==> config.mk <==
export PLATFORM = sky130hd
export DESIGN_NAME = fifo_priority_queue_max_tracking
export DESIGN_NICKNAME = d
export VERILOG_FILES = /design/src/rtl/core/fpq_pkg.sv /design/src/rtl/core/fifo_priority_queue_max_tracking.sv
export VERILOG_INCLUDE_DIRS = /design/src /design/src/rtl/core
export SDC_FILE = /design/constraint.sdc
export NUM_CORES = 1
export LEC_CHECK = 0
export ABC_CLOCK_PERIOD_IN_PS = 3800
export BUFFER_PORTS_ARGS = -buffer_cell sky130_fd_sc_hd__buf_2
export CORE_MARGIN = 3
export CORE_UTILIZATION = 35
export CTS_CLUSTER_DIAMETER = 200
export CTS_CLUSTER_SIZE = 20
export DETAILED_ROUTE_END_ITERATION = 6
export MAX_ROUTING_LAYER = met4
export SLEW_MARGIN = 20
export SYNTH_ARGS = -nofsm -noshare
export SYNTH_HDL_FRONTEND = slang
export SYNTH_SLANG_ARGS = --single-unit
==> constraint.sdc <==
create_clock -name clk -period 3.8 [get_ports clk]
set_clock_uncertainty 0.15 [all_clocks]
set_input_delay 0 -clock clk [delete_from_list [all_inputs] [get_ports clk]]
set_output_delay 0 -clock clk [all_outputs]
set_load 0.01 [all_outputs]
==> src/rtl/core/fifo_priority_queue_max_tracking_defines.svh <==
// Assertion macros for the priority queue block
`ifndef FIFO_PRIORITY_QUEUE_MAX_TRACKING_DEFINES_SVH
`define FIFO_PRIORITY_QUEUE_MAX_TRACKING_DEFINES_SVH

// Same-cycle implication, disabled while in reset
`define FPQ_ASSERT_NOW(label, ante, cons, msg) \
  label: assert property (@(posedge clk) disable iff (!rst_n) (ante) |-> (cons)) \
    else $error(msg);

// Next-cycle implication, disabled while in reset
`define FPQ_ASSERT_NEXT(label, ante, cons, msg) \
  label: assert property (@(posedge clk) disable iff (!rst_n) (ante) |=> (cons)) \
    else $error(msg);

`endif

==> src/rtl/core/fpq_pkg.sv <==
// Types and constants for the priority queue block
package fpq_pkg;

  localparam int HANDLE_W = 8;
  localparam int PRIO_W   = 4;
  localparam int STATUS_W = 2;
  localparam int OCOUNT_W = 5;

  localparam logic [PRIO_W-1:0] MAX_PRIO = 4'd9;

  // Operation codes
  localparam logic MODE_PUSH = 1'b0;
  localparam logic MODE_POP  = 1'b1;

  // Result status codes
  localparam logic [STATUS_W-1:0] STATUS_OK        = 2'd0;
  localparam logic [STATUS_W-1:0] STATUS_POP_EMPTY = 2'd1;
  localparam logic [STATUS_W-1:0] STATUS_PUSH_FULL = 2'd2;

  typedef struct packed {
    logic [HANDLE_W-1:0] handle;
    logic [PRIO_W-1:0]   prio;
  } entry_t;

  typedef enum logic {
    ST_IDLE,
    ST_SCAN
  } fpq_state_t;

endpackage

==> src/rtl/core/fifo_priority_queue_max_tracking.sv <==
// Priority queue of packet handles, oldest first within each priority level
//
// Usage: drive in_mode / in_entry_handle / in_entry_priority with start high;
// the transaction is taken on a clock edge where busy is low. Each transaction
// gives one result, shown for a single cycle with out_strobe high; the
// receiver cannot stall it.
// A push (or any rejected operation) completes in the accept cycle: its result
// appears in the next cycle and busy stays low, so one may follow every cycle.
// A pop on a non-empty queue walks the slot memory once, one slot per cycle,
// through a single 4-bit compare unit: it finds the oldest entry at the
// tracked top priority, moves the later entries down by one slot and rebuilds
// the top priority on the way. Busy is high while the walk runs and the result
// strobes in the cycle after its last slot, so no new transaction is taken
// before then; the one-read, one-write slot memory sets the pace of the walk.
// Pushed priorities above nine are saturated to nine.
// Reset (rst_n low, synchronous) empties the queue and sets the top priority
// to zero; slot contents are not cleared, only held slots are ever used.
module fifo_priority_queue_max_tracking #(
  parameter int QUEUE_DEPTH = 16
) (
  input  logic                           clk,
  input  logic                           rst_n,
  input  logic                           start,
  output logic                           busy,
  input  logic                           in_mode,
  input  logic [fpq_pkg::HANDLE_W-1:0]   in_entry_handle,
  input  logic [fpq_pkg::PRIO_W-1:0]     in_entry_priority,
  output logic                           out_strobe,
  output logic [fpq_pkg::HANDLE_W-1:0]   out_popped_handle,
  output logic [fpq_pkg::PRIO_W-1:0]     out_popped_priority,
  output logic [fpq_pkg::STATUS_W-1:0]   out_status,
  output logic [fpq_pkg::OCOUNT_W-1:0]   out_queue_count,
  output logic [fpq_pkg::PRIO_W-1:0]     out_top_priority
);
  import fpq_pkg::*;

  `include "fifo_priority_queue_max_tracking_defines.svh"

  localparam int CNT_W  = $clog2(QUEUE_DEPTH + 1);
  localparam int ADDR_W = $clog2(QUEUE_DEPTH);
  localparam logic [CNT_W-1:0] DEPTH_C = CNT_W'(QUEUE_DEPTH);

  // Sequencer and queue state
  fpq_state_t           state_r, state_nxt;
  logic [CNT_W-1:0]     count_r, count_nxt;
  logic [PRIO_W-1:0]    high_r, high_nxt;
  logic [CNT_W-1:0]     scan_idx_r, scan_idx_nxt;
  logic                 found_r, found_nxt;
  logic [PRIO_W-1:0]    max_r, max_nxt;
  entry_t               got_r, got_nxt;

  // Result registers
  logic                 strobe_r, strobe_nxt;
  logic [HANDLE_W-1:0]  o_handle_r, o_handle_nxt;
  logic [PRIO_W-1:0]    o_prio_r, o_prio_nxt;
  logic [STATUS_W-1:0]  o_status_r, o_status_nxt;
  logic [OCOUNT_W-1:0]  o_count_r, o_count_nxt;
  logic [PRIO_W-1:0]    o_top_r, o_top_nxt;

  // Slot memory: one write and one registered read per cycle
  entry_t               slot_mem [QUEUE_DEPTH];
  entry_t               rd_data_r;
  logic [ADDR_W-1:0]    rd_addr;
  logic                 wr_en;
  logic [ADDR_W-1:0]    wr_addr;
  entry_t               wr_data;

  // Compare unit signals
  logic [PRIO_W-1:0]    push_prio;
  logic                 is_last;
  logic                 take;
  logic [PRIO_W-1:0]    max_upd;
  entry_t               got_cur;
  logic [CNT_W-1:0]     shift_idx;

  always_ff @(posedge clk) begin
    if (wr_en) begin
      slot_mem[wr_addr] <= wr_data;
    end
    rd_data_r <= slot_mem[rd_addr];
  end

  // Shared compare unit: saturation, match and running maximum
  assign push_prio = (in_entry_priority > MAX_PRIO) ? MAX_PRIO : in_entry_priority;
  assign is_last   = (scan_idx_r == count_r);
  assign take      = !found_r && ((rd_data_r.prio == high_r) || is_last);
  assign max_upd   = (!take && (rd_data_r.prio > max_r)) ? rd_data_r.prio : max_r;
  assign got_cur   = take ? rd_data_r : got_r;
  assign shift_idx = scan_idx_r - CNT_W'(2);

  // Next state and outputs
  always_comb begin
    state_nxt    = state_r;
    count_nxt    = count_r;
    high_nxt     = high_r;
    scan_idx_nxt = scan_idx_r;
    found_nxt    = found_r;
    max_nxt      = max_r;
    got_nxt      = got_r;
    strobe_nxt   = 1'b0;
    o_handle_nxt = o_handle_r;
    o_prio_nxt   = o_prio_r;
    o_status_nxt = o_status_r;
    o_count_nxt  = o_count_r;
    o_top_nxt    = o_top_r;
    wr_en        = 1'b0;
    wr_addr      = count_r[ADDR_W-1:0];
    wr_data      = rd_data_r;
    rd_addr      = scan_idx_r[ADDR_W-1:0];
    busy         = 1'b0;
    case (state_r)
      ST_IDLE: begin
        rd_addr = '0;
        if (start) begin
          o_handle_nxt = '0;
          o_prio_nxt   = '0;
          o_status_nxt = STATUS_OK;
          strobe_nxt   = 1'b1;
          if (in_mode == MODE_PUSH) begin
            if (count_r >= DEPTH_C) begin
              o_status_nxt = STATUS_PUSH_FULL;
            end else begin
              wr_en          = 1'b1;
              wr_data.handle = in_entry_handle;
              wr_data.prio   = push_prio;
              count_nxt      = count_r + CNT_W'(1);
              if (push_prio > high_r) begin
                high_nxt = push_prio;
              end
            end
          end else if (count_r == '0) begin
            o_status_nxt = STATUS_POP_EMPTY;
          end else begin
            // slot 0 is being read this cycle
            strobe_nxt   = 1'b0;
            state_nxt    = ST_SCAN;
            scan_idx_nxt = CNT_W'(1);
            found_nxt    = 1'b0;
            max_nxt      = '0;
          end
          o_count_nxt = OCOUNT_W'(count_nxt);
          o_top_nxt   = high_nxt;
        end
      end
      ST_SCAN: begin
        busy         = 1'b1;
        max_nxt      = max_upd;
        got_nxt      = got_cur;
        scan_idx_nxt = scan_idx_r + CNT_W'(1);
        if (take) begin
          found_nxt = 1'b1;
        end
        // close the gap behind the removed entry
        if (found_r) begin
          wr_en   = 1'b1;
          wr_addr = shift_idx[ADDR_W-1:0];
          wr_data = rd_data_r;
        end
        if (is_last) begin
          state_nxt    = ST_IDLE;
          count_nxt    = count_r - CNT_W'(1);
          high_nxt     = max_upd;
          strobe_nxt   = 1'b1;
          o_handle_nxt = got_cur.handle;
          o_prio_nxt   = got_cur.prio;
          o_status_nxt = STATUS_OK;
          o_count_nxt  = OCOUNT_W'(count_nxt);
          o_top_nxt    = max_upd;
        end
      end
      default: begin
        state_nxt = ST_IDLE;
      end
    endcase
  end

  // Control registers
  always_ff @(posedge clk) begin
    if (!rst_n) begin
      state_r  <= ST_IDLE;
      count_r  <= '0;
      high_r   <= '0;
      found_r  <= 1'b0;
      strobe_r <= 1'b0;
    end else begin
      state_r  <= state_nxt;
      count_r  <= count_nxt;
      high_r   <= high_nxt;
      found_r  <= found_nxt;
      strobe_r <= strobe_nxt;
    end
  end

  // Payload registers
  always_ff @(posedge clk) begin
    scan_idx_r <= scan_idx_nxt;
    max_r      <= max_nxt;
    got_r      <= got_nxt;
    o_handle_r <= o_handle_nxt;
    o_prio_r   <= o_prio_nxt;
    o_status_r <= o_status_nxt;
    o_count_r  <= o_count_nxt;
    o_top_r    <= o_top_nxt;
  end

  assign out_strobe          = strobe_r;
  assign out_popped_handle   = o_handle_r;
  assign out_popped_priority = o_prio_r;
  assign out_status          = o_status_r;
  assign out_queue_count     = o_count_r;
  assign out_top_priority    = o_top_r;

  // Checks
  `FPQ_ASSERT_NEXT(a_accept_gives_work, start && !busy, out_strobe || busy, "transaction dropped")
  `FPQ_ASSERT_NOW(a_empty_top_zero, count_r == '0, high_r == '0, "empty queue with nonzero top")
  `FPQ_ASSERT_NOW(a_count_bound, state_r == ST_IDLE, count_r <= DEPTH_C, "count above depth")
  `FPQ_ASSERT_NOW(a_top_bound, out_strobe, out_top_priority <= MAX_PRIO, "top priority above nine")

endmodule

==> results.toml <==
[status]
status = "finished clean"

[run]
drv_cap = 0

[detailed_routing]
route.detailed.drc = 0
ant_nets = 0
drtIter0Drc = 698
drt_first_pass_iters = 5
routed_wl_mm = 24.9
avgRoutedWirePerCell_um = 21.0
vias_per_cell = 5.20
vias = 6167

[worst_setup_path]
cpPeakStageDelay_ns = 0.58
rrSetupSlack_ns = 0.94
cp_top_family = "buffers and inverters"
crit_slowest_cell = "buf_4"
endpoint = "high_r[1]"
cp_num_buf_inv = 2
critPathMaxFanout = 62
worstReg2RegStart = "state_r"
crit_start = "state_r"
arrival_ns = 3.12
crit_top_cell = "buf_4"
crit_path_start_kind = "flip-flop"
crit_chain = "buf_4 -> nand4_1 -> o21ai_4 -> buf_4 -> nand3_1 -> o221ai_1"
rr_worst_depth = 6
setup.worst_path.class = "reg2reg"
r2r-end = "high_r[1]"
cp-end-kind = "flip-flop"
cp.depth = 6
cp.required_ns = 4.05

[final_layout]
nets = 811
area_growth_pct = 10.8
final_common_cell = "edfxtp_1"
nFillCells = 2851
drive_gt1_share_pct = 21.1
diodes = 0
layout_common_cells = "edfxtp_1, mux2_2, a21oi_1"
stdcell_area_mm2 = 0.0123

[floorplan]
core_area_mm2 = 0.0309
initial_core_util_pct = 35.9
die_y_um = 184
io_pins = 41
rows = 64
die_w_um = 184
die-area_mm2 = 0.0338

[yosys]
synth_edf_count = 236
netlist-cell-type-count = 50
syn_inst = 733
yosysTopAreaCellShare_pct = 63.9
synth_top_cell_by_area = "edfxtp_1"
ys_async_sr_fraction_pct = 0
syn_avg_cell_area_um2 = 15.1
synth-seq-cells = 260
ys.flop_type = "edfxtp_1"
synth_area_mm2 = 0.0111
ys.warnings.count = 0
synth.area.top_cells = "edfxtp_1, mux2_2, dfxtp_1"
synth_fp_nets = 763
synth_seq_area_share_pct = 68.3

[sta]
timing.fmax_mhz = 349
period_share_pct = 75.4
setup_viol = 0
rsz0062_at_grt = "no"
max-slew-margin-rel_pct = 28.3
worst_slew_pin_slew_ns = 1.07
maxSlewViolCount = 0
finalWorstSetupSlack_ns = 0.935
finalHoldViolations = 0
finalSetupTns_ns = 0
period_needed_ns = 2.86

[power_and_ir_drop]
p_sw_share_pct = 25.5
pwr-share-seq_pct = 57.3
ir_drop_mv = 0.263
power.density_mw_per_mm2 = 488
pwr-share-comb_pct = 14.3
power_leakage_nw = 4.26
clkPwrFrac_pct = 28.3
p_int_mw = 4.47
switchingPower_mw = 1.53

[cts]
cts_sinks = 260
clkTransAtPathRegs_ns = 0.09
cts_resized = 0
clockBufferDepth = 3
numCtsBuffers = 16
clk_latency_ns = 0.51
cts_tree = "yes"
cts_htree_levels = 1
ctsRootBufferMaster = "clkbuf_16"
cts_setup_buffers = 0

[placement]
dp_slack_ns = 0.912
dp_hpwl_mm = 16.6
port_buffers = 40
gp_congestion = 0.846
dpl_cell_area_mm2 = 0.0117

[grt]
grt_pass1_vias = 6107
grt.total_usage_pct = 15.0
grt_max_degree = 63
grt_pass1_wl_mm = 37.5
grt_overflow = 0
antenna_found_initial = 0

[min_path]
min_path_type = "in2reg"
-- power by group through the flow --
stage          logic [mW]  clock network [mW]  registers, mW
2_1_floorplan       0.570                   0           3.47
3_3_place_gp        0.854                   0           3.50
3_5_place_dp        0.864                   0           3.50
4_1_cts             0.873                1.74           3.44
5_1_grt             0.942                1.85           3.45
6_report            0.860                1.70           3.44
-- worst min-delay path by stage --
stage / cells after the start / slack [ns] / start / endpoint
6_report: 2 / 0.05 / in_entry_handle[0] / slot_mem[13][4]
4_1_cts: 2 / 0.04 / in_entry_handle[6] / slot_mem[14][10]
3_3_place_gp: 2 / 0.24 / rst_n / out_strobe
2_1_floorplan: 1 / 0.04 / in_mode / out_status[1]
3_5_place_dp: 2 / 0.23 / rst_n / out_strobe
5_1_grt: 2 / 0.06 / in_entry_handle[0] / slot_mem[13][4]
-- cell type report --
type / instances / area, um2 / share of cell area (%)
Tap cell: 396 / 495 / 4.03
Multi-Input combinational cell: 414 / 3230 / 26.3
Clock inverter: 1 / 16.3 / 0.132
Clock buffer: 27 / 442 / 3.60
Inverter: 15 / 56.3 / 0.458
Timing Repair Buffer: 74 / 475 / 3.87
Sequential cell: 260 / 7570 / 61.6
-- through the flow --
step	util [%]	hold WS [ns]	std cells	power [mW]
2_1_floorplan	-	0.0406	733	4.04
3_3_place_gp	38.0	0.243	1151	4.36
3_5_place_dp	38.0	0.226	1151	4.37
4_1_cts	39.7	0.0446	1187	6.06
5_1_grt	39.7	0.0587	1187	6.24
6_report	39.7	0.0477	1187	6.00
-- flip-flops by register name (all words and copies together) (netlist names) --
name,flops
out_top_priority,4
found_r,1
out_strobe,1
max_r,4
rd_data_r,12
high_r,4
scan_idx_r,5
out_queue_count,5
out_popped_priority,4
count_r,5
state_r,1
out_status,2
out_popped_handle,8
got_r,12
slot_mem,192
-- per-layer routing --
metal  part of all wire [%]  GRT usage [%]  vias up  wire (um)
met3                    4.3           1.88       43       1070
met2                     49           24.3      161      12200
met1                     44           20.2     3060      10900
met4                    2.9           4.02        0        724
met5                      0              -        -          0
li1                       -              -     2903          -
-- repair_timing --
action	4_1_cts	5_1_grt
endpoints found under the setup margin	0	0
hold buffers	8	0
hold endpoints to repair	23	0
-- synthesized netlist by cell type (all sizes together) (2+ instances only) --
| cell | number |
|---|---|
| clkbuf | 15 |
| mux2i | 31 |
| mux2 | 75 |
| a32o | 12 |
| a221o | 12 |
| nor2b | 10 |
| o221ai | 3 |
| a31oi | 2 |
| nand2b | 5 |
| a22o | 12 |
| edfxtp | 236 |
| buf | 29 |
| a21oi | 59 |
| inv | 15 |
| a22oi | 12 |
| xnor2 | 15 |
| ha | 14 |
| nor3 | 4 |
| o21ai | 36 |
| nor2 | 36 |
| nand4 | 4 |
| nand3 | 10 |
| a32oi | 4 |
| o21a | 5 |
| nand2 | 22 |
| dfxtp | 24 |
| and2 | 20 |
-- kinds of logic after synthesis --
| kind of cell | after synthesis | share of synthesized area [%] |
|---|---|---|
| mux | 106 | 10.8 |
| simple gates | 116 | 5.30 |
| fa+ha+maj | 14 | 1.58 |
| xor+xnor | 16 | 1.57 |
| flops | 260 | 68.3 |
| buf+inv | 59 | 2.58 |
| compound gates | 162 | 9.94 |
(Power assumes the default switching activity.)
